--- src/rtl/s2d_pkg.sv ---
// Shared types and constants for the signed integer to decimal ASCII converter.
package s2d_pkg;

    localparam int VALUE_W    = 32;
    localparam int DIGIT_W    = 4;
    localparam int CHAR_W     = 8;
    localparam int NUM_DIGITS = 10;
    localparam int CNT_W      = 4;
    localparam int PROD_W     = 2 * VALUE_W;
    localparam int QUOT_W     = VALUE_W - 3;

    // Multiply by this and shift right by 35 to divide a 32-bit value by ten
    localparam logic [VALUE_W-1:0] RECIP_10 = 32'hCCCC_CCCD;

    localparam logic [CHAR_W-1:0] CHAR_ZERO  = 8'd48;
    localparam logic [CHAR_W-1:0] CHAR_MINUS = 8'd45;

    localparam logic [CNT_W-1:0] LAST_DIGIT_IDX = 4'd9;

    typedef logic [DIGIT_W-1:0] t_digit;

    // One classified number: sign flag and unsigned magnitude
    typedef struct packed {
        logic               neg;
        logic [VALUE_W-1:0] mag;
    } t_item;

endpackage

--- src/rtl/s2d_front.sv ---
// Input side: accepts integers and splits them into sign and magnitude.
module s2d_front (
    input  logic                     i_s_tvalid,
    output logic                     o_s_tready,
    input  logic [31:0]              i_s_tdata,
    output logic                     o_push_valid,
    input  logic                     i_push_ready,
    output s2d_pkg::t_item           o_push_item
);
    import s2d_pkg::*;

    logic w_neg;

    // Classify sign and form the magnitude modulo 2^32
    assign w_neg             = i_s_tdata[VALUE_W-1];
    assign o_push_item.neg   = w_neg;
    assign o_push_item.mag   = w_neg ? (VALUE_W'(0) - i_s_tdata) : i_s_tdata;

    // Pass the handshake through to the queue
    assign o_push_valid = i_s_tvalid;
    assign o_s_tready   = i_push_ready;

endmodule

--- config.mk ---
export PLATFORM = sky130hd
export DESIGN_NAME = s2d_front
export DESIGN_NICKNAME = d
export VERILOG_FILES = /design/src/rtl/s2d_pkg.sv /design/src/rtl/s2d_front.sv
export SDC_FILE = /design/constraint.sdc
export NUM_CORES = 1
export LEC_CHECK = 0
export ABC_AREA = 1
export BUFFER_PORTS_ARGS = -buffer_cell sky130_fd_sc_hd__buf_4
export CELL_PAD_IN_SITES_DETAIL_PLACEMENT = 1
export CELL_PAD_IN_SITES_GLOBAL_PLACEMENT = 1
export CORE_ASPECT_RATIO = 1.5
export CORE_MARGIN = 2
export CORE_UTILIZATION = 28
export DETAILED_ROUTE_END_ITERATION = 7
export GPL_TIMING_DRIVEN = 0
export PLACE_DENSITY = 0.95
export SYNTH_ARGS = -nofsm -noshare
export SYNTH_HDL_FRONTEND = slang
export SYNTH_SLANG_ARGS = --single-unit
--- constraint.sdc ---
create_clock -name vclk -period 1.3
set_clock_uncertainty 0.05 [all_clocks]
set_input_delay 0.065 -clock vclk [all_inputs]
set_output_delay 0.065 -clock vclk [all_outputs]
set_load 0.05 [all_outputs]
# [After elaboration in Yosys (flattened, before gate mapping)]
# Cells that the tools add are included.
[word_totals] inputBits=34 reg_bits=0 output_inout_bits=35
[op_classes] n_addsub=1 muxes=1
[op_table] operator="$mux W32" count=1
[op_table] operator="$sub A1 B32 Y32 const A" count=1

# [Longest topological paths before layout]
[depth] ltp_word=2 depth_mapped=9

# [Least setup slack after synthesis]
# OpenSTA, ideal clock, no wires.
[synth_path] path_kind="input to output" startpoint="in i_s_tdata[31]" endpoint="out o_push_item[31] (netlist name)" setup_slack_ns=-0.409 required_time_ns=1.185 arrival_time_ns=1.594 path_stages=4 path_cell_list="buf_4 -> buf_2 -> nand4_1 -> nor3_1"
[synth_rtl] item="start, declared" line="s2d_front.sv:5" text="input logic [31:0] i_s_tdata,"
[synth_rtl] item="end, declared" line="s2d_front.sv:8" text="output s2d_pkg::t_item o_push_item"

==> reports/metrics.yaml <==
place:
  dp_hpwl_um: 3655
  port_buffers: 66
  gp_congestion: 0.8719
  dp_slack_ps: -179.8
  place_area_sq_mm: 0.001682
timing:
  hold_viol_final: 0
  hold_slack_ps: 335.4
  setup_viol: 8
  worstMarginPinSlew_ps: 288.5
  worst_slack_ps: -145.4
  finalSetupTns_ps: -277.2
  period_share_pct: 111.2
  fin_crit_ps: 1445
  slew_viol_final: 0
  slew_headroom_pct: 80.64
  rsz0062_at_grt: "true"
  fmax_ghz: 0.6918
die:
  die_w_um: 53.70
  io_pins: 69
  fp.dieArea_sq_mm: 0.004217
  core-area_sq_mm: 0.003615
  num_rows: 27
  floorplan.initialDensity_pct: 28.70
  chipHeight_um: 78.55
worst_setup_path:
  crit_arrival_ps: 1330
  crit_type: "primary input to output port"
  required_ps: 1190
  start_kind: "primary input"
  endpoint_kind: "output port"
  critPathMaxFanout: 4
cells_and_area:
  area_growth_pct: 94.93
  drive_gt1_share_pct: 50.51
  fillCellCount: 499
  ff_latch_area_sq_um: 0
  nClkBuffers: 0
  nets: 334
  final_area_sq_mm: 0.002022
  final_util_pct: 55.94
  seq_cells: 0
  n_antenna_cell: 0
global_route:
  antenna_found_initial: 0
  grt.busiest_layer: "met2"
  grt_pass1_vias: 1765
  grtUsageTotal_pct: 22.66
  gr-usage-met3_pct: 0.9506
  grt_use_met2_pct: 44.27
  grt_max_degree: 11
  globalRouteOverflowTotal: 0
  grt_pass1_wl_um: 7527
  global_route.usage.met1_pct: 23.50
logic_synthesis:
  synth-seq-area-share_pct: 0
  synth_area_per_cell_sq_um: 4.672
  synth_cells: 222
  synth_area_sq_mm: 0.001037
  syn-num-nets: 257
  ys_warn_count: 0
  ys_types: 18
flow_run:
  max_cap_violations: 0
power:
  power.leakage_nw: 0.9898
  power.density_mw_per_mm2: 523.0
  vdd_ir_drop_max_mv: 0.3588
drt:
  vias_per_cell: 5.174
  routed_wl_um: 5749
  drt-wirelength-per-cell_um: 16.91
  drtIter0Drc: 27
  drc: 0
  drt_pass1_iterations: 4
  route.vias.total: 1759
  antenna_left: 0
clocking:
  ctsHoldBuffers: 0
outcome:
  status: "complete, but fails checks"
  violations: "negative setup slack"
hold_path:
  hold_class: "primary input to output port"
[path summary, 6_finish.rpt]
path | to | startpoint | cells past startpoint
worst max-delay path | o_push_item[29] | i_s_tdata[14] | 10
worst min-delay path | o_push_valid | i_s_tvalid | 2
[cells in the mapped netlist (all sizes together)]
library cell / count / share of area [%]
xor2: 4 / 3.4
inv: 21 / 7.6
nand2: 96 / 36
nor3: 1 / 0.48
o21ai: 10 / 4.8
nor2: 54 / 24
ha: 1 / 1.2
nand3b: 1 / 0.72
nand4: 1 / 0.60
buf: 7 / 4.6
nand3: 15 / 7.2
xnor2: 11 / 9.3
[cell type report]
| cell class | instances | area, sq um | area share (%) |
|---|---|---|---|
| buffer | 7 | 47.55 | 2.351 |
| inverter | 21 | 83.83 | 4.146 |
| multi-input combinational | 194 | 1187 | 58.73 |
| tap | 43 | 53.80 | 2.661 |
| timing repair buffer | 75 | 649.4 | 32.12 |
[stage by stage]
step	total power [W]	cells
floorplan	0.0005963	222
global placement	0.0008964	331
detailed placement	0.0009126	331
CTS	0.0009534	335
global route	0.001111	340
finish	0.001057	340
[placed cells by master, fill, tap and decap left out, drive strengths merged]
| master | synthesis | layout |
|---|---|---|
| nor3 | 1 | 1 |
| inv | 21 | 21 |
| nand2 | 96 | 96 |
| o21ai | 10 | 10 |
| ha | 1 | 1 |
| nand3 | 15 | 15 |
| xnor2 | 11 | 11 |
| nand3b | 1 | 1 |
| buf | 7 | 82 |
| nor2 | 54 | 54 |
| xor2 | 4 | 4 |
| nand4 | 1 | 1 |
[critical path, cell delays in order]
cell     delay [ps]
buf_4           130
nor2_1          170
nand2_2         110
nor2_1          170
nand2_1         110
nand2_1         120
nand2_1         100
nand2_1         110
nand2_2          70
buf_6           150
[report_power, final]
part	leakage, nW	total, W	switching (W)	internal (W)
registers	0	0	0	0
clock network	0	0	0	0
logic	0.990	0.00106	0.000686	0.000372
[logic make-up after synthesis]
| kind of cell | after synthesis | share of synthesized area, % |
|---|---|---|
| AO/OA/AOI/OAI | 10 | 4.824 |
| XOR/XNOR | 15 | 12.67 |
| adder cells (fa/ha/maj) | 1 | 1.206 |
| buffers and inverters | 28 | 12.18 |
| AND/OR/NAND/NOR | 168 | 69.12 |
[layer usage]
layer	vias up	routed length (um)	share of wire [%]
met5	-	0	0
li1	821	-	-
met3	28	231	4.0
met1	835	2038	35
met4	0	375	6.5
met2	75	3105	54
[repair_timing]
action / CTS / global route
gates resized for setup: 28 / 56
buffers inserted: 4 / 5
endpoints found under the hold margin: 0 / 0
endpoints found under the setup margin: 21 / 24
pin swaps: 14 / 24
No activity file was read; power rests on OpenSTA's default activity.
