==> src/rtl/s2d_pkg.sv <==
// Shared types and constants for the signed integer to decimal ASCII converter.
package s2d_pkg;

    localparam int VALUE_W    = 32;
    localparam int DIGIT_W    = 4;
    localparam int CHAR_W     = 8;
    localparam int NUM_DIGITS = 10;
    localparam int CNT_W      = 4;
    localparam int PROD_W     = 2 * VALUE_W;
    localparam int QUOT_W     = VALUE_W - 3;

    // Multiply by this and shift right by 35 to divide a 32-bit value by ten
    localparam logic [VALUE_W-1:0] RECIP_10 = 32'hCCCC_CCCD;

    localparam logic [CHAR_W-1:0] CHAR_ZERO  = 8'd48;
    localparam logic [CHAR_W-1:0] CHAR_MINUS = 8'd45;

    localparam logic [CNT_W-1:0] LAST_DIGIT_IDX = 4'd9;

    typedef logic [DIGIT_W-1:0] t_digit;

    // One classified number: sign flag and unsigned magnitude
    typedef struct packed {
        logic               neg;
        logic [VALUE_W-1:0] mag;
    } t_item;

endpackage

==> src/rtl/s2d_queue.sv <==
// Small FIFO of classified numbers between the front and back parts.
module s2d_queue #(
    parameter int DEPTH = 2
) (
    input  logic           i_clk,
    input  logic           i_rst_n,
    input  logic           i_push_valid,
    output logic           o_push_ready,
    input  s2d_pkg::t_item i_push_item,
    output logic           o_pop_valid,
    input  logic           i_pop_ready,
    output s2d_pkg::t_item o_pop_item
);
    import s2d_pkg::*;

    localparam int AW = (DEPTH > 1) ? $clog2(DEPTH) : 1;
    localparam int CW = $clog2(DEPTH + 1);

    t_item         r_mem [DEPTH];
    logic [AW-1:0] r_wr_ptr, n_wr_ptr;
    logic [AW-1:0] r_rd_ptr, n_rd_ptr;
    logic [CW-1:0] r_count,  n_count;
    logic          w_push, w_pop;

    assign o_push_ready = (r_count != CW'(DEPTH));
    assign o_pop_valid  = (r_count != '0);
    assign o_pop_item   = r_mem[r_rd_ptr];
    assign w_push       = i_push_valid && o_push_ready;
    assign w_pop        = o_pop_valid && i_pop_ready;

    // Advance pointers with wrap and track the fill level
    always_comb begin
        n_wr_ptr = r_wr_ptr;
        n_rd_ptr = r_rd_ptr;
        n_count  = r_count;
        if (w_push) begin
            n_wr_ptr = (r_wr_ptr == AW'(DEPTH - 1)) ? '0 : r_wr_ptr + AW'(1);
        end
        if (w_pop) begin
            n_rd_ptr = (r_rd_ptr == AW'(DEPTH - 1)) ? '0 : r_rd_ptr + AW'(1);
        end
        if (w_push && !w_pop) begin
            n_count = r_count + CW'(1);
        end else if (w_pop && !w_push) begin
            n_count = r_count - CW'(1);
        end
    end

    always_ff @(posedge i_clk) begin
        if (!i_rst_n) begin
            r_wr_ptr <= '0;
            r_rd_ptr <= '0;
            r_count  <= '0;
        end else begin
            r_wr_ptr <= n_wr_ptr;
            r_rd_ptr <= n_rd_ptr;
            r_count  <= n_count;
        end
    end

    // Store the incoming entry
    always_ff @(posedge i_clk) begin
        if (w_push) begin
            r_mem[r_wr_ptr] <= i_push_item;
        end
    end

    a_count_bound: assert property (@(posedge i_clk) disable iff (!i_rst_n)
        r_count <= CW'(DEPTH))
        else $error("queue fill level above depth");

    a_count_up: assert property (@(posedge i_clk) disable iff (!i_rst_n)
        (w_push && !w_pop) |=> (r_count == $past(r_count) + CW'(1)))
        else $error("queue fill level did not follow a push");

endmodule

==> config.mk <==
export PLATFORM = sky130hd
export DESIGN_NAME = s2d_queue
export DESIGN_NICKNAME = d
export VERILOG_FILES = /design/src/rtl/s2d_pkg.sv /design/src/rtl/s2d_queue.sv
export SDC_FILE = /design/constraint.sdc
export NUM_CORES = 1
export LEC_CHECK = 0
export BUFFER_PORTS_ARGS = -buffer_cell sky130_fd_sc_hd__buf_2
export CAP_MARGIN = 0
export CORE_AREA = 2 2 90 92
export DETAILED_ROUTE_END_ITERATION = 8
export DIE_AREA = 0 0 92 94
export SYNTH_ARGS = -nofsm -noshare
export SYNTH_HDL_FRONTEND = slang
export SYNTH_SLANG_ARGS = --single-unit
export TNS_END_PERCENT = 30
==> constraint.sdc <==
create_clock -name i_clk -period 2.5 [get_ports i_clk]
set_clock_uncertainty 0.15 [all_clocks]
set_input_delay 0.375 -clock i_clk [delete_from_list [all_inputs] [get_ports i_clk]]
set_output_delay 0.375 -clock i_clk [all_outputs]
set_load 0.05 [all_outputs]
## Word level (Yosys, flattened, before mapping)

Memory sizes are Yosys's and may differ from the RTL's. A register that Yosys moved wholly into a read port is not among the register bits.
Index checks and enable logic that the tools add are counted.

- Order comparisons: 0
- Multiplexer cells: 8
- Div/mod/pow operators: 0
- $add $sub $neg: 4
- Reductions and logical operators: 8
- Bitwise logic cells: 0
- Eq/ne operators: 1
- Multipliers: 0
- Shift-type cells: 0

Operators with widths:

| kind | count |
|---|---|
| two-way mux 1 bit | 6 |
| logical AND 1 bit | 4 |
| two-way mux 2 bit | 2 |
| nonzero test 2 bit | 2 |
| adder 1 bit, second input constant | 2 |
| adder 2 x 1 -> 2 bit, second input constant | 1 |
| logical NOT 1 bit | 2 |
| inequality test 2 bit, second input constant | 1 |
| subtractor 2 x 1 -> 2 bit, second input constant | 1 |

- Bits in latches: 0
- Memories kept: 1
- Bits of input ports: 37
- Bits in writable memories: 66
- Memory bits (read-only): 0
- Output and inout bits: 35
- Bits in registers: 4

Memory list:

| memory | words | bits a word | rd ports | clocked after Yosys merged registers in | write ports | RTL line | source |
|---|---|---|---|---|---|---|---|
| r_mem | 2 | 33 | 1 | 1 | 1 | s2d_queue.sv:19 | `t_item r_mem [DEPTH];` |

## Depth between registers and ports, before layout

Gate-level depths: netlist of the first run.

- Depth after elaboration: 6
- Mapped depth: 6
- Gate-level depth less buffers: 6

## Worst setup path before layout of the first run

Ideal clock, no wire load.

- Path kind: register to register
- Start point: register r_count[0]
- End point: memory r_mem[1][0] (netlist bit), enable pin
- Arrival: 1.536 ns
- Setup time: 0.393 ns
- Setup slack: 0.420 ns
- Stages on the path, launching flop included: 3
- Cells stage by stage: dfxtp_1 -> nand2b_4 -> and3_1

- Word-level cells in the longest chain between the ends: 4

Ends and longest elaborated chain:

| item | RTL line | source |
|---|---|---|
| start, declared | s2d_queue.sv:22 | `logic [CW-1:0] r_count, n_count;` |
| start signal, assigned | s2d_queue.sv:57 | `r_count <= n_count;` |
| inequality test 2 bit | s2d_queue.sv:25 | `assign o_push_ready = (r_count != CW'(DEPTH));` |
| via o_push_ready | s2d_queue.sv:8 | `output logic o_push_ready,` |
| logical AND 1 bit | s2d_queue.sv:28 | `assign w_push = i_push_valid && o_push_ready;` |
| two-way mux 1 bit | s2d_queue.sv:63 | `if (w_push) begin` |
| two-way mux 1 bit (not written as such) | s2d_queue.sv:64 | `r_mem[r_wr_ptr] <= i_push_item;` |
| end, declared | s2d_queue.sv:19 |  |

The timed path passes the listed nets, and every way through them passes these cells.

==> metrics.md, run 1 <==
| Metric | Value |
|---|---|
| Port bufs | 71 |
| Routed len/inst | 14.0 um |
| Vias per cell | 4.35 |
| Power Internal | 2.37 mW |
| First-pass GRT wire length | 7.04 mm |
| Drc violations | 0 |
| Row cnt | 32 |
| Critical Path Sink | o_pop_item[13] |
| RePlAce Congestion | 0.677 |
| Pwr dens | 1150 nW/um^2 |
| Nets | 247 |
| Post-DP HPWL | 2.86 mm |
| Hold crit path type | in2reg |
| Worst R2R Setup Slack | 0.78 ns |
| Root Driver | clkbuf_8 |
| RR Endpoint | r_count[1] |
| Die height | 94 um |
| Period minus WS final | 2.26 ns |
| Unique cell type count in the Yosys netlist | 19 |
| Total power | 3.81 mW |
| RSZ-0062 raised after global routing | no |
| Ranking of synthesized cells by area | edfxtp_1 76%, mux2_2 14%, dfxtp_1 3.8%, and2_1 0.96%, buf_2 0.77% |
| Cell Area, Synth | 2620 um^2 |
| Commonest non-fill, non-tap cell in the layout | buf_2 |
| CTS tree | done |
| Leading area contributor after synthesis | edfxtp_1 |
| Post-cts repair resize count | 0 |
| PnR worst setup slack | 0.244 ns |
| Seq/Total Area, Yosys | 0.796 |
| R2R depth | 5 |
| Share of post-route cells with drive strength above 1 | 0.598 |
| Hold slack | 0.0693 ns |
| Reg area | 2080 um^2 |
| Pre-CTS setup slack | 0.563 ns |
| Area after DPL | 3140 um^2 |
| Setup_tns | 0 ns |
| Slew Viols, Final | 0 |
| Fillcell total | 690 |
| Combinational share of power | 0.359 |
| Boundary Pins | 72 |
| Grt ovf | 0 |
| Post-Route WL | 4.44 mm |
| Max clock buf depth | 2 |
| Clk sinks | 71 |
| Max VDD drop | 0.748 mV |
| Iteration-0 DRC Markers | 69 |
| CTS HTree Levels | 3 |
| Fin util | 0.437 |
| Vias in the first global route | 1411 |
| Core area | 7610 um^2 |
| Cells after DPL | 300 |
| Slew HR | 0.712 |
| Status | finished clean |
| Setup violators final | 0 |
| Worst r2r src | r_count[0] |
| Clock transition at path regs | 0.08 ns |
| CTS Hold Buffers Added | 0 |
| Critical path type | reg2out |
| Post-synth net total | 165 |
| Tot GR Track Use | 0.113 |
| Seq pwr share | 0.413 |
| Gate Count Post-Synth | 127 |
| Slew of the pin with the lowest slew margin | 0.431 ns |
| CP max FO | 18 |
| Count of state elements after synthesis | 71 |
| Syn Area/Cell | 20.6 um^2 |
| DIE AREA | 8650 um^2 |
| Critical Path RT | 1.98 ns |
| Final Hold Fails | 0 |
| Startpoint types | flip-flop |
| Area of the multi-input gates | 512 um^2 |
| Non-Filler Instances | 316 |
| Antenna Violating Nets Remaining | 0 |
| Max Cap Violations | 0 |
| CP arrival | 1.73 ns |
| Vias | 1375 |
| Clock latency at the later pin of the worst-skew pair | 0.33 ns |
| Postcts setup bufs | 0 |
| Yosys top cell area share | 0.758 |
| Antenna diode count | 0 |
| NetSw | 1.44 mW |
| Most frequent cells in the layout | 71 x buf_2, 66 x edfxtp_1, 33 x mux2_2, 9 x clkbuf_8 |
| Initial antenna violation count | 0 |
| Leak | 1.24 nW |
| Clock power share | 0.227 |
| Die outline width | 92 um |
| Drt pass-1 iters | 4 |
| Inserted Clock Buffers | 9 |
| Fmax | 0.443 GHz |
| Area growth from synthesis to layout | 27.1% |
| Initial core utilization | 0.344 |
| Critical Path Sink Type | output port |
| Yosys warning count | 0 |
| Fin crit share | 0.902 |
| Cell area after layout | 3330 um^2 |
| Sw Ratio | 0.377 |
| Maximum number of pins on one net before global-route repair | 28 |
power groups by stage:
stage,combinational [mW],sequential [mW],clock [mW]
2_1_floorplan,1.11,1.55,0
3_3_place_gp,1.38,1.60,0
3_5_place_dp,1.39,1.60,0
4_1_cts,1.39,1.58,0.900
5_1_grt,1.45,1.60,0.951
6_report,1.37,1.58,0.865
state kept, by name (all words and copies together) (netlist names), named ones only:
register  flops
r_rd_ptr      1
r_count       2
r_wr_ptr      1
r_mem        66
cell usage after synthesis:
| library cell | count |
|---|---|
| inv_1 | 1 |
| mux2_2 | 33 |
| a21boi_1 | 1 |
| edfxtp_1 | 66 |
| or2_2 | 1 |
| o21ai_1 | 1 |
| xor2_1 | 1 |
| nand2b_4 | 1 |
| xnor2_1 | 2 |
| nand3b_1 | 1 |
| and3_1 | 1 |
| ha_1 | 1 |
| buf_2 | 4 |
| or3_1 | 1 |
| a21boi_0 | 1 |
| dfxtp_1 | 5 |
| and2_1 | 4 |
| o21ai_0 | 1 |
| a21bo_2 | 1 |
routing by layer:
layer | track usage | vias to the layer above | wire [um]
met5 | 0 | - | 0
met4 | 0.0746 | 0 | 62
met3 | 0.0417 | 5 | 283
met2 | 0.170 | 46 | 2160
met1 | 0.137 | 665 | 1930
li1 | - | 659 | -
cell families after synthesis:
group | count (synthesis) | share of synthesized area
flops | 71 | 0.796
mux | 33 | 0.142
simple gates | 9 | 0.0249
compound gates | 5 | 0.0134
buf+inv | 5 | 0.00909
xor+xnor | 3 | 0.0100
fa+ha+maj | 1 | 0.00478
critical path, stage by stage, from the launching register on:
cell	delay, ns
dfxtp_2	0.60
buf_12	0.22
mux2_2	0.35
buf_2	0.21
worst min path at each step:
stage | cells after the start | to | startpoint | slack, ns
after floorplan | 0 | r_mem[0][0] | i_push_item[0] | 0.32
after global placement | 2 | r_count[1] | r_count[1] | 0.39
after detailed placement | 2 | r_count[1] | r_count[1] | 0.40
after CTS | 1 | r_mem[0][22] | i_push_item[22] | 0.05
after global routing | 1 | r_mem[1][23] | i_push_item[23] | 0.05
final | 1 | r_mem[0][23] | i_push_item[23] | 0.07
cell type report:
cell class,instances,area share
well taps,102,0.0384
repair buffers,75,0.123
multi-input cells,51,0.154
clock inverters,6,0.0184
clock buffers,10,0.0384
inverters,1,0.00113
flip-flops and latches,71,0.626
Note: power is estimated with default switching activity, not from simulation.
==> run 2: changes to the inputs <==
- REMOVE_ABC_BUFFERS: unset -> 1
==> run 2 against run 1 <==
Compared with the run above:
- sequential power about the same
- setup slack better by 0.026 ns
- power up 5.3%
- sequential share of layout area down 0.94 points
- critical path depth unchanged
- core utilization up 0.64 points
- combinational power about the same
- clock power up 23%
- cell count up 0.63%
- first-iteration DRC count down 35%
- critical endpoint is now o_pop_item[31]
==> metrics.md, run 2 (synthesis gave the netlist of run 1 again) <==
| Metric | Value |
|---|---|
| Status | finished clean (unchanged) |
| Core area | 7610 um^2 (unchanged) |
| Most frequent cells in the layout | 71 x buf_2, 66 x edfxtp_1, 33 x mux2_2, 9 x clkbuf_8 (unchanged) |
| Root Driver | clkbuf_8 (unchanged) |
| Fin crit share | 0.892 (was 0.902) |
| Slew of the pin with the lowest slew margin | 0.405 ns (was 0.431 ns) |
| First-pass GRT wire length | 6.76 mm (was 7.04 mm) |
| Boundary Pins | 72 (unchanged) |
| Grt ovf | 0 (unchanged) |
| Slew HR | 0.729 (was 0.712) |
| Post-cts repair resize count | 0 (unchanged) |
| Iteration-0 DRC Markers | 45 (was 69) |
| CTS tree | done (unchanged) |
| Maximum number of pins on one net before global-route repair | 20 (was 28) |
| Routed len/inst | 13.7 um (was 14.0 um) |
| Antenna diode count | 0 (unchanged) |
| Clock transition at path regs | 0.07 ns (was 0.08 ns) |
| Critical path type | reg2out (unchanged) |
| Max VDD drop | 0.654 mV (was 0.748 mV) |
| Clk sinks | 71 (unchanged) |
| Die height | 94 um (unchanged) |
| Initial antenna violation count | 0 (unchanged) |
| Critical Path RT | 1.98 ns (about the same) |
| Port bufs | 71 (unchanged) |
| Post-Route WL | 4.36 mm (was 4.44 mm) |
| CP max FO | 19 (was 18) |
| Nets | 249 (was 247) |
| CTS HTree Levels | 3 (unchanged) |
| RePlAce Congestion | 0.661 (was 0.677) |
| Die outline width | 92 um (unchanged) |
| Largest register FFs | 66 (unchanged) |
| Initial core utilization | 0.344 (unchanged) |
| CTS Hold Buffers Added | 0 (unchanged) |
| Area growth from synthesis to layout | 29.0% (was 27.1%) |
| Hold crit path type | in2reg (unchanged) |
| Vias in the first global route | 1406 (was 1411) |
| Setup violators final | 0 (unchanged) |
| Area after DPL | 3140 um^2 (about the same) |
| Pre-CTS setup slack | 0.607 ns (was 0.563 ns) |
| Share of post-route cells with drive strength above 1 | 0.597 (was 0.598) |
| Drt pass-1 iters | 3 (was 4) |
| RSZ-0062 raised after global routing | no (unchanged) |
| Slew Viols, Final | 0 (unchanged) |
| Max clock buf depth | 2 (unchanged) |
| Post-DP HPWL | 2.85 mm (was 2.86 mm) |
| Fillcell total | 708 (was 690) |
| Period minus WS final | 2.23 ns (was 2.26 ns) |
| Postcts setup bufs | 0 (unchanged) |
| Cell area after layout | 3370 um^2 (was 3330 um^2) |
| Vias | 1360 (was 1375) |
| Leak | 1.27 nW (was 1.24 nW) |
| DIE AREA | 8650 um^2 (unchanged) |
| Startpoint types | flip-flop (unchanged) |
| Registers with the most flip-flops | r_mem x66, r_count x2 (unchanged) |
| Fmax | 0.448 GHz (was 0.443 GHz) |
| Top reg by flops | r_mem (unchanged) |
| Drc violations | 0 (unchanged) |
| CP arrival | 1.71 ns (was 1.73 ns) |
| Inserted Clock Buffers | 9 (unchanged) |
| Antenna Violating Nets Remaining | 0 (unchanged) |
| PnR worst setup slack | 0.270 ns (was 0.244 ns) |
| Final Hold Fails | 0 (unchanged) |
| Pwr dens | 1190 nW/um^2 (was 1150 nW/um^2) |
| Clock latency at the later pin of the worst-skew pair | 0.33 ns (about the same) |
| Max Cap Violations | 0 (unchanged) |
| Commonest non-fill, non-tap cell in the layout | buf_2 (unchanged) |
| Row cnt | 32 (unchanged) |
| Vias per cell | 4.28 (was 4.35) |
| Critical Path Sink Type | output port (unchanged) |
| Tot GR Track Use | 0.108 (was 0.113) |
| Setup_tns | 0 ns (unchanged) |
==> run 2: layout make-up <==
cell class	instances	area (um^2)	share of cell area
Timing Repair Buffer	77	413	0.122
Tap cell	102	128	0.0378
Multi-Input combinational cell	51	512	0.152
Clock buffer	10	128	0.0378
Sequential cell	71	2080	0.617
Inverter	1	3.75	0.00111
Clock inverter	6	109	0.0323
==> run 2: final timing paths <==
check | start | endpoint | slack (ns) | cells past startpoint
hold / removal | i_push_item[24] | r_mem[0][24] | 0.07 | 1
setup reg to reg | r_count[0] | r_count[1] | 0.75 | 5
hold reg to reg | r_count[1] | r_count[1] | 0.41 | 2
setup / recovery | flip-flop | o_pop_item[31] | 0.27 | 3
==> run 2: layer usage <==
layer | vias up | share of wire | GRT usage | routed length (um)
met5 | - | 0 | 0 | 0
met4 | 0 | 0.016 | 0.0410 | 70
met3 | 8 | 0.074 | 0.0586 | 325
met2 | 49 | 0.44 | 0.154 | 1940
met1 | 647 | 0.47 | 0.139 | 2030
li1 | 656 | - | - | -
==> run 2: through the flow <==
stage / utilization / std cells / hold WS (ns) / power, mW
2_1_floorplan: - / 123 / 0.324 / 2.65
3_3_place_gp: 0.413 / 302 / 0.384 / 2.98
3_5_place_dp: 0.413 / 302 / 0.403 / 2.99
4_1_cts: 0.444 / 318 / 0.0486 / 4.07
5_1_grt: 0.444 / 318 / 0.0402 / 4.20
6_report: 0.444 / 318 / 0.0744 / 4.01
==> run 2: power breakdown <==
group | switching, mW | internal (mW) | total (mW)
logic | 0.962 | 0.432 | 1.39
clock network | 0.401 | 0.661 | 1.06
registers | 0.0699 | 1.49 | 1.56
==> run 2: critical path: stages (launching register included) <==
cell	delay, ns
dfxtp_1	0.57
buf_12	0.22
mux2_2	0.36
buf_2	0.21
==> run 3: changes to the inputs <==
- clock period: 2.5 -> 1.8 ns (I/O delays scaled with it)
==> run 3 against run 2 <==
Compared with the run above:
- highest routed layer unchanged
- clock power increased by 14%
- first-iteration DRC count decreased by 56%
- largest cell class unchanged
- final area up 17%
- cell count up 11%
- the flow now finishes with violations (negative setup slack)
- die area stayed put
==> metrics.md, run 3 (synthesis gave the netlist of run 1 again) <==
| Metric | Value |
|---|---|
| Status | finished with violations (was finished clean) |
| Violated checks | negative setup slack |
| Core area | 7610 um^2 (unchanged) |
| Max clock buf depth | 2 (unchanged) |
| CP arrival | 1.43 ns (was 1.71 ns) |
| Share of post-route cells with drive strength above 1 | 0.526 (was 0.597) |
| Vias in the first global route | 1648 (was 1406) |
| Setup violators final | 28 (was 0) |
| Period minus WS final | 1.85 ns |
| R2R depth | 5 (unchanged) |
| Critical Path RT | 1.38 ns (was 1.98 ns) |
| Grt ovf | 0 (unchanged) |
| Inserted Clock Buffers | 9 (unchanged) |
| First-pass GRT wire length | 8.05 mm (was 6.76 mm) |
| Hold depth | 2 (was 1) |
| Port bufs | 71 (unchanged) |
| Clock power share | 0.205 (was 0.265) |
| Boundary Pins | 72 (unchanged) |
| Critical path buffers and inverters | 2 (unchanged) |
| Vias | 1519 (was 1360) |
| Hold path start | i_rst_n (was i_push_item[24]) |
| Iteration-0 DRC Markers | 20 (was 45) |
| Leak | 1.52 nW (was 1.27 nW) |
| Initial core utilization | 0.344 (unchanged) |
| Startpoint types | flip-flop (unchanged) |
| Postcts setup bufs | 0 (unchanged) |
| Fmax | 0.541 GHz |
| Nets | 284 (was 249) |
| Hold crit path type | in2reg (unchanged) |
| Slew of the pin with the lowest slew margin | 0.263 ns (was 0.405 ns) |
| Non-Filler Instances | 353 (was 318) |
| Final Hold Fails | 0 (unchanged) |
| Cells after DPL | 303 (was 302) |
| Max Cap Violations | 0 (unchanged) |
| Slew Viols, Final | 0 (unchanged) |
| Routed len/inst | 14.3 um (was 13.7 um) |
| Max VDD drop | 1.05 mV (was 0.654 mV) |
| Antenna diode count | 0 (unchanged) |
| Die outline width | 92 um (unchanged) |
| Seq pwr share | 0.368 (was 0.388) |
| Most frequent cells in the layout | 66 x edfxtp_1, 38 x buf_2, 33 x dlygate4sd3_1, 32 x buf_6, 23 x mux2_2 (was 71 x buf_2, 66 x edfxtp_1, 33 x mux2_2, 9 x clkbuf_8) |
| CP max FO | 13 (was 19) |
| Combinational share of power | 0.427 (was 0.347) |
| DIE AREA | 8650 um^2 (unchanged) |
| Clk sinks | 71 (unchanged) |
| Commonest non-fill, non-tap cell in the layout | edfxtp_1 (was buf_2) |
| Ordered cell list for the critical path | buf_12 > mux2_2 > buf_6 (was buf_12 > mux2_2 > buf_2) |
| CTS HTree Levels | 3 (unchanged) |
| Vias per cell | 4.30 (was 4.28) |
| Post-DP HPWL | 2.97 mm (was 2.85 mm) |
| Critical path type | reg2out (unchanged) |
| Sw Ratio | 0.364 (was 0.357) |
| Tot GR Track Use | 0.128 (was 0.108) |
| Clock latency at the later pin of the worst-skew pair | 0.34 ns (was 0.33 ns) |
| NetSw | 2.14 mW (was 1.43 mW) |
| Slowest cell on the critical path | dfxtp_4 (was dfxtp_1) |
| Root Driver | clkbuf_8 (unchanged) |
| RR Endpoint | r_count[1] (unchanged) |
| Fin crit share | 1.03 |
| Drc violations | 0 (unchanged) |
| Antenna Violating Nets Remaining | 0 (unchanged) |
| Worst R2R Setup Slack | 0.06 ns (was 0.75 ns) |
| Largest register FFs | 66 (unchanged) |
| Slowest Stage Delay on Critical Path | 0.40 ns (was 0.57 ns) |
| Pwr dens | 1480 nW/um^2 (was 1190 nW/um^2) |
| Top Family by Delay on Critical Path | flip-flops (unchanged) |
| Critical Path Sink Type | output port (unchanged) |
| Pre-CTS setup slack | 0.0601 ns (was 0.607 ns) |
| Die height | 94 um (unchanged) |
| Maximum number of pins on one net before global-route repair | 21 (was 20) |
| RePlAce Congestion | 0.639 (was 0.661) |
| RSZ-0062 raised after global routing | yes (was no) |
| Drt pass-1 iters | 4 (was 3) |
| Slew HR | 0.826 (was 0.729) |
| Registers with the most flip-flops | r_mem x66, r_count x2 (unchanged) |
| Clock transition at path regs | 0.08 ns (was 0.07 ns) |
| Worst r2r src | r_count[1] (was r_count[0]) |
| Row cnt | 32 (unchanged) |
| Power Internal | 3.74 mW (was 2.58 mW) |
| Worst Hold Endpoint | r_count[0] (was r_mem[0][24]) |
| PnR worst setup slack | -0.0480 ns (was 0.270 ns) |
| CTS tree | done (unchanged) |
| WP depth | 3 (unchanged) |
| Area growth from synthesis to layout | 51.5% (was 29.0%) |
| Post-Route WL | 5.03 mm (was 4.36 mm) |
| Initial antenna violation count | 0 (unchanged) |
| Top reg by flops | r_mem (unchanged) |
run 3: how the worst max path moves through the flow:
stage | to | slack [ns]
after detailed placement | r_count[1] | 0.06
final | o_pop_item[29] | -0.05
after global placement | r_count[1] | 0.14
after floorplan | r_mem[1][0] | -0.28
after global routing | o_pop_item[29] | -0.11
after CTS | o_pop_item[3] | -0.09
run 3: power groups by stage:
stage / Combinational (mW) / Sequential, mW / Clock (mW)
after global routing: 2.64 / 2.19 / 1.32
after floorplan: 1.45 / 2.23 / 0
after global placement: 2.00 / 2.16 / 0
final: 2.51 / 2.16 / 1.21
after detailed placement: 2.01 / 2.18 / 0
after CTS: 2.42 / 2.16 / 1.25
run 3: cell type report:
type,count,area (um^2)
inverters,1,3.75
flip-flops and latches,71,2090
multi-input cells,51,549
clock buffers,9,124
well taps,102,128
fillers,644,3640
clock inverters,7,63.8
repair buffers,112,1010
run 3: what timing repair did:
action                     4_1_cts  5_1_grt
hold endpoints to repair        66        0
hold buffers                    33        0
gates cloned                     1        0
resized for setup               62       21
setup endpoints to repair       33       34
run 3: worst reg2reg max path, cell delays in order (launching register included):
cell and delay, ns:
dfxtp_1 0.44, nand2b_4 0.09, and2_1 0.16, ha_1 0.33, or3_1 0.37, a21boi_1 0.14
run 3: layer usage:
layer  GRT usage  up-vias  share of wire
li1            -      731              -
met1       0.146      729           0.42
met2       0.210       52           0.50
met3      0.0570        7          0.066
met4      0.0522        0          0.014
met5           0        -              0
run 3: through the flow:
| stage | TNS, ns | hold WS, ns | area [um^2] | power, mW | util |
|---|---|---|---|---|---|
| 2_1_floorplan | -19.08 | 0.219 | 2600 | 3.68 | - |
| 3_3_place_gp | 0 | 0.308 | 3160 | 4.17 | 0.415 |
| 3_5_place_dp | 0 | 0.311 | 3160 | 4.19 | 0.415 |
| 4_1_cts | -2.12 | 0.0175 | 3890 | 5.84 | 0.511 |
| 5_1_grt | -2.66 | 0.0288 | 3960 | 6.15 | 0.521 |
| 6_report | -0.903 | 0.0314 | 3960 | 5.88 | 0.521 |
